==> src/design/prs_pkg.sv <==
// Package for the particle repel / spring step block: widths, register indexes,
// reset values, item structs and the 32-bit saturation helper.
// No dependencies.
`timescale 1ns / 1ps
package prs_pkg;

  localparam int COORD_FRAC_BITS_DEF = 16;

  localparam int CFG_IDX_W = 3;
  localparam logic [CFG_IDX_W-1:0] REG_MODE     = 3'd0;
  localparam logic [CFG_IDX_W-1:0] REG_STRENGTH = 3'd1;
  localparam logic [CFG_IDX_W-1:0] REG_RADIUS   = 3'd2;
  localparam logic [CFG_IDX_W-1:0] REG_DAMPING  = 3'd3;
  localparam logic [CFG_IDX_W-1:0] REG_RATE     = 3'd4;

  localparam logic [1:0] MODE_PLAIN  = 2'd0;
  localparam logic [1:0] MODE_BUTTON = 2'd1;
  localparam logic [1:0] MODE_LATCH  = 2'd2;

  localparam logic [30:0] STRENGTH_RST = 31'd196608000;
  localparam logic [31:0] RADIUS_RST   = 32'd10000;
  localparam logic [15:0] DAMPING_RST  = 16'd58982;
  localparam logic [15:0] RATE_RST     = 16'd6554;

  localparam int S_W   = 24;          // distance magnitude, Q.8
  localparam int D2_W  = 2 * S_W;     // squared distance inside the radius
  localparam int R_W   = D2_W / 2;    // integer square root
  localparam int NUM_W = 47;          // strength << 16
  localparam int U_W   = 17;          // unit component, at most 1.0 in Q.16
  localparam int SAT_W = 80;

  typedef struct packed {
    logic signed [31:0] px;
    logic signed [31:0] py;
    logic signed [31:0] vx;
    logic signed [31:0] vy;
    logic signed [31:0] hx;
    logic signed [31:0] hy;
    logic [S_W-1:0]     sx;
    logic [S_W-1:0]     sy;
    logic [D2_W-1:0]    d2;
    logic               dx_pos;
    logic               dy_pos;
    logic               touched;
    logic               move;
    logic               apply_f;
  } prs_item_t;

  typedef struct packed {
    logic [31:0] val;
    logic        clip;
  } prs_sat_t;

  function automatic prs_sat_t sat32(input logic signed [SAT_W-1:0] x);
    prs_sat_t r;
    r.clip = (x > SAT_W'(32'sh7fffffff)) || (x < -SAT_W'(33'sh080000000));
    if (!r.clip) r.val = x[31:0];
    else r.val = x[SAT_W-1] ? 32'h80000000 : 32'h7fffffff;
    return r;
  endfunction

endpackage

==> src/design/prs_sqrt.sv <==
// Pipelined integer square root, one result bit per stage, with sideband payload.
// Depends on prs_pkg.
`timescale 1ns / 1ps
module prs_sqrt import prs_pkg::*; #(
  parameter int PW = 1
) (
  input  logic              clk,
  input  logic              rst_n,
  input  logic              en,
  input  logic              in_valid,
  input  logic [D2_W-1:0]   in_rad,
  input  logic [PW-1:0]     in_pl,
  output logic              out_valid,
  output logic [R_W-1:0]    out_root,
  output logic [PW-1:0]     out_pl
);

  localparam int NS   = R_W;
  localparam int REMW = R_W + 2;

  logic [REMW-1:0] rem_r  [NS];
  logic [R_W-1:0]  root_r [NS];
  logic [D2_W-1:0] rad_r  [NS];
  logic            v_r    [NS];
  logic [PW-1:0]   pl_r   [NS];

  for (genvar k = 0; k < NS; k++) begin : g_stage
    logic [REMW-1:0] rem_i;
    logic [R_W-1:0]  root_i;
    logic [D2_W-1:0] rad_i;
    logic            v_i;
    logic [PW-1:0]   pl_i;
    logic [REMW+1:0] t_w;
    logic [REMW+1:0] trial_w;
    logic            ge;

    if (k == 0) begin : g_first
      assign rem_i  = '0;
      assign root_i = '0;
      assign rad_i  = in_rad;
      assign v_i    = in_valid;
      assign pl_i   = in_pl;
    end else begin : g_next
      assign rem_i  = rem_r[k-1];
      assign root_i = root_r[k-1];
      assign rad_i  = rad_r[k-1];
      assign v_i    = v_r[k-1];
      assign pl_i   = pl_r[k-1];
    end

    assign t_w     = {rem_i, rad_i[D2_W-1 -: 2]};
    assign trial_w = (REMW+2)'({root_i, 2'b01});
    assign ge      = t_w >= trial_w;

    always_ff @(posedge clk) begin
      if (!rst_n) v_r[k] <= 1'b0;
      else if (en) v_r[k] <= v_i;
    end

    always_ff @(posedge clk) begin
      if (en) begin
        rem_r[k]  <= ge ? REMW'(t_w - trial_w) : REMW'(t_w);
        root_r[k] <= {root_i[R_W-2:0], ge};
        rad_r[k]  <= {rad_i[D2_W-3:0], 2'b00};
        pl_r[k]   <= pl_i;
      end
    end
  end

  assign out_valid = v_r[NS-1];
  assign out_root  = root_r[NS-1];
  assign out_pl    = pl_r[NS-1];

endmodule

==> config.mk <==
export PLATFORM = sky130hd
export DESIGN_NAME = prs_sqrt
export DESIGN_NICKNAME = d
export VERILOG_FILES = /design/src/design/prs_pkg.sv /design/src/design/prs_sqrt.sv
export SDC_FILE = /design/constraint.sdc
export NUM_CORES = 2
export LEC_CHECK = 0
export BUFFER_PORTS_ARGS = -buffer_cell sky130_fd_sc_hd__buf_2
export CAP_MARGIN = 25
export CORE_MARGIN = 1
export CORE_UTILIZATION = 45
export DETAILED_ROUTE_END_ITERATION = 10
export PLACE_DENSITY = 0.59
export SLEW_MARGIN = 0
export SYNTH_ARGS = -nofsm -noshare
export SYNTH_HDL_FRONTEND = slang
export SYNTH_SLANG_ARGS = --single-unit
==> constraint.sdc <==
create_clock -name clk -period 10.6 [get_ports clk]
set_input_delay 0.53 -clock clk [delete_from_list [all_inputs] [get_ports clk]]
set_output_delay 0.53 -clock clk [all_outputs]
set_load 0.03 [all_outputs]
* Word-level counts from Yosys, hierarchy flattened *
Memory sizes are Yosys's and may differ from the RTL's.
Index checks and enable logic that the tools add are counted.

word-level totals
  bits in read-only memories = 0
  word-level logic and storage cells = 130
  memories = 5
  output and inout bits = 26
  bits in registers = 0
  RAM bits = 2,352
  latch bits = 0

operators by class
  $lt $le $gt $ge = 24
  bitwise gates (word level) = 24
  $add $sub $neg = 24
  div/mod/pow operators = 0
  eq/ne operators = 0
  muxes and demuxes = 53
  reduce and logical (&&, ||, !) cells = 0
  shift-type cells = 0
  multiply operators = 0

memories
  memory  words  bits a word  read ports  clocked after memory_dff  wr ports  line            text
  rad_r   24     46           23          0                         24        prs_sqrt.sv:23  logic [D2_W-1:0] rad_r [NS];
  rem_r   24     26           23          0                         24        prs_sqrt.sv:21  logic [REMW-1:0] rem_r [NS];
  root_r  24     24           24          0                         24        prs_sqrt.sv:22  logic [R_W-1:0] root_r [NS];
  pl_r    24     1            24          0                         24        prs_sqrt.sv:25  logic [PW-1:0] pl_r [NS];
  v_r     24     1            24          0                         24        prs_sqrt.sv:24  logic v_r [NS];

operators by type and width
  operator                                              count
  >= comparator 28 x 26 -> 1 bit                        23
  2-to-1 mux 26 bit                                     24
  subtractor 26 bit                                     23
  2-to-1 mux 1 bit                                      29
  OR 1 bit                                              24
  subtractor 2 x 1 -> 3 bit (second input constant)     1
  >= comparator 2 x 1 -> 1 bit (second input constant)  1

* Depth between registers and ports, before layout *
  depth in word-level cells = 4
  gate-level depth with buffers = 13

* Least setup slack after synthesis *
No wires, ideal clock.

  path type = register -> register
  from = memory rem_r[0][193] in the netlist's numbering
  to = memory rem_r[1][19] in the netlist's numbering, data pin
  arrival = 3.102 ns
  slack = 7.236 ns
  period minus slack after synthesis = 3.364 ns
  data required time = 10.338 ns
  cell stages (with the launch flop) = 11
  cell sequence = edfxtp_1 > or4_4 > or3_4 > or3_1 > or4_1 > or3_1 > buf_6 > o21ai_4 > or2_4 > nor3_2 > xor2_1

RTL lines
  what                line
  start: declaration  prs_sqrt.sv:21

==> results.md <==
* Root Buffer: clkbuf_16
* Max cap viols at 0
* Antenna viol nets, final at 0
* Worst Path Required at 11.12 ns
* Clock buffer depth at 3
* Die area at 150,000 um2
* Cells along the critical path: ha_1 -> o21ai_0 -> a21oi_1 -> o41ai_1 -> nand4_1 -> a41oi_1 -> o21ba_2 -> o211ai_1 -> buf_4 -> mux2_2
* Largest net degree at the start of global routing at 180
* Period utilization at between 30% and 40%
* CTS tree: built
* Final setup viols at 0
* M1 wire length at between 50,000 and 60,000 um
* Yosys cell types at between 80 and 90
* R2R cell count at 10
* Seq/Total Area, Yosys at 65.9%
* Start point of the critical path: rem_r[2][131]
* First-pass GRT wire length at 194,000 um
* Finished Layout Cells at 7,296
* Area contributors post-synth: edfxtp_1 (66%), ha_1 (6.1%), xnor2_1 (3.0%)
* P_leak at around 29 nW
* Core area at 146,000 um2
* Max H-tree Level at 4
* Kind of critical path: reg2reg
* Met3 wire len at 5440 um
* CTS Buf Count at 160
* Clk_skew at around 0.033 ns
* Top Layer Used: met4
* CP max stage delay at 0.58 ns
* Number of synthesized flops with an enable pin at 1,462
* Global-route usage over all layers at roughly 16%
* Post-synth top area cell: edfxtp_1
* Port Buffer Count at 78
* Synth Flop Type: edfxtp_1
* GPL Wtd Cong at 0.895
* Buffers & Inverters on Critical Path at 1
* Fin nets at 5,632
* Crit path max-delay family: compound AO/OA/AOI/OAI gates
* HPWL Detailed at between 80,000 and 90,000 um
* # DRC at 0
* Clk_lat worst skew at 0.79 ns
* Vias per cell at 5.23
* Worst hold path class: in2reg
* Die H at 387 um
* Horiz. Die Dim at 387 um
* Final worst setup slack at about 6.6 ns
* Fmax at 0.248 GHz
* Post-synth net total at 5,382
* Share of the synthesized area in the top cell type at between 60% and 70%
* Design Power at 15.3 mW
* Dpl cell area at 69,400 um2
* RSZ-0062 raised after global routing: no
* Rows at 140
* Status: complete, no violations
* Hold Crit Depth at 2
* Placed Cells at 6,954
* # IOs at about 80
* Worst-Margin Slew at 1.04 ns
* First-pass DRT Iterations at 7
* Vias at around 38,000
* Mapped cell area at 66,600 um2
* Setup TNS at 0 ns
* Pins Over Slew Limit at 0
* Drt initial violations at between 2,000 and 3,000
* Crit path depth at 10
* Initial Util at a little under half
* Sequential cell area at about 44,000 um2
* YS warnings at 0
* Post-Synthesis Cells at roughly 5,000
* Final instance area at 75,000 um2
* Critical Path End Type: flip-flop
* Slowest library cell on the worst path: o41ai_1
* Ys async rst share at 0%
* # fillers at 12,300
* Global route overflow at 0
* Met2 routed WL at 55,300 um
* Slew headroom at 30.5%
* Worst EP arrival at roughly 4.6 ns
* Final wirelength at about 120,000 um
* Startpoint types: flip-flop
* #FFs+latches synth at 1,463
* Antenna violations before repair at 1
* Pre-CTS setup slack at about 6.7 ns
* CTS resizes at 0
* Clk sinks at 1,463
* Reg2reg start: rem_r[2][131]
* Worst-path clk slew at ~0.06 ns
* Avg Cell Area, Syn at 13.3 um2
* Crit Path Max Fanout at 31
* PwrDens at between 200 and 250 nW/um2
* P&R area growth vs syn at 12.6%
* Multi-input gate area at 20,900 um2
* Peak supply drop at 0.143 mV
* Layout cells sized above 1 at just over 8%
* Vias in the first global route at 37,100
* Hold path startpoint: rst_n
* Routed wire per std cell at 16.4 um
* Postcts setup bufs at 0
* Final count of hold timing violations at 0
* Crit path time final at roughly 4.0 ns
-- synth_stat cells, drive strengths merged (14+ instances only) --
cell	number
or3	66
xnor2	228
o211ai	19
o21ai	216
inv	411
nor2b	44
mux2	48
xor2	220
ha	326
or2	34
nor3	136
a21boi	14
edfxtp	1462
clkbuf	72
and3	41
nand2	270
a21o	109
a211oi	18
or4	40
o31ai	29
nand2b	61
nand3b	17
a31oi	26
a21oi	328
nor4	66
nand4	48
and2	14
nand3	70
o21bai	22
nor2	342
o21a	66
-- cell usage in the layout, fill, tap and decap left out, types with 31 or more instances in the layout --
cell              n
a21oi_1         327
inv_1           410
ha_1            326
nand3_1          70
or4_1            39
or2_2            33
and3_1           41
nand2b_1         61
clkbuf_1         31
a21o_1          109
clkbuf_16       162
nor4_1           65
mux2_2           48
buf_2            78
clkinv_1         39
edfxtp_1       1462
nand2_1         270
nand4_1          48
xor2_1          220
or3_1            65
nor2b_1          44
o21ai_0         214
xnor2_1         228
nor2_1          341
nor3_1          135
dlygate4sd3_1    51
o21a_1           66
-- stage by stage --
step           hold slack (ns)  util (%)
6_report                 0.205      51.3
4_1_cts                  0.115      51.2
3_3_place_gp             0.400      47.5
3_5_place_dp             0.405      47.5
5_1_grt                  0.183      51.3
2_1_floorplan            0.400         -
-- state kept, by name (all words and copies together), names as in the netlist --
register  flops
rem_r       563
rad_r       552
root_r      300
pl_r         24
v_r          24
-- per-layer routing --
layer	track usage, %	vias to the layer above
li1	-	19000
met1	22.1	18200
met3	2.82	200
met5	0	-
met4	5.01	0
met2	25.7	742
-- layout make-up --
type                    count  area share, %
flip-flops and latches   1463           58.6
multi-input cells        3053           27.9
clock buffers             193           5.56
well taps                1917           3.20
inverters                 411           2.06
repair buffers            164           1.65
clock inverters            94           1.12
diodes                      1        0.00334
-- where the power goes --
group	switching [mW]	leakage [nW]	internal, mW
Sequential	0.385	14.1	7.20
Clock	2.23	2.43	3.02
Combinational	1.38	12.3	1.06
-- final timing paths --
path | end | slack, ns
max reg2reg | rem_r[2][165] | 6.56
max | rem_r[2][165] | 6.56
min | v_r[2][0] | 0.20
min reg2reg | rad_r[1][32] | 0.40
-- cell families after synthesis --
logic type                 count (synthesis)  synth area share (%)
AOI/OAI and AO/OA                        941                  8.75
muxes                                     53                 0.887
DFF                                     1463                  65.9
xor gates and xnor gates                 448                  5.89
buffers and inverters                    487                  2.76
other                                      1               0.00563
and+or+nand+nor                         1284                  9.66
adders and majority gates                326                  6.12
-- what timing repair did --
item | CTS | global route
setup endpoints to repair | 0 | 0
hold endpoints to repair | 51 | 0
hold buffers | 51 | 0
(Power assumes the default switching activity.)
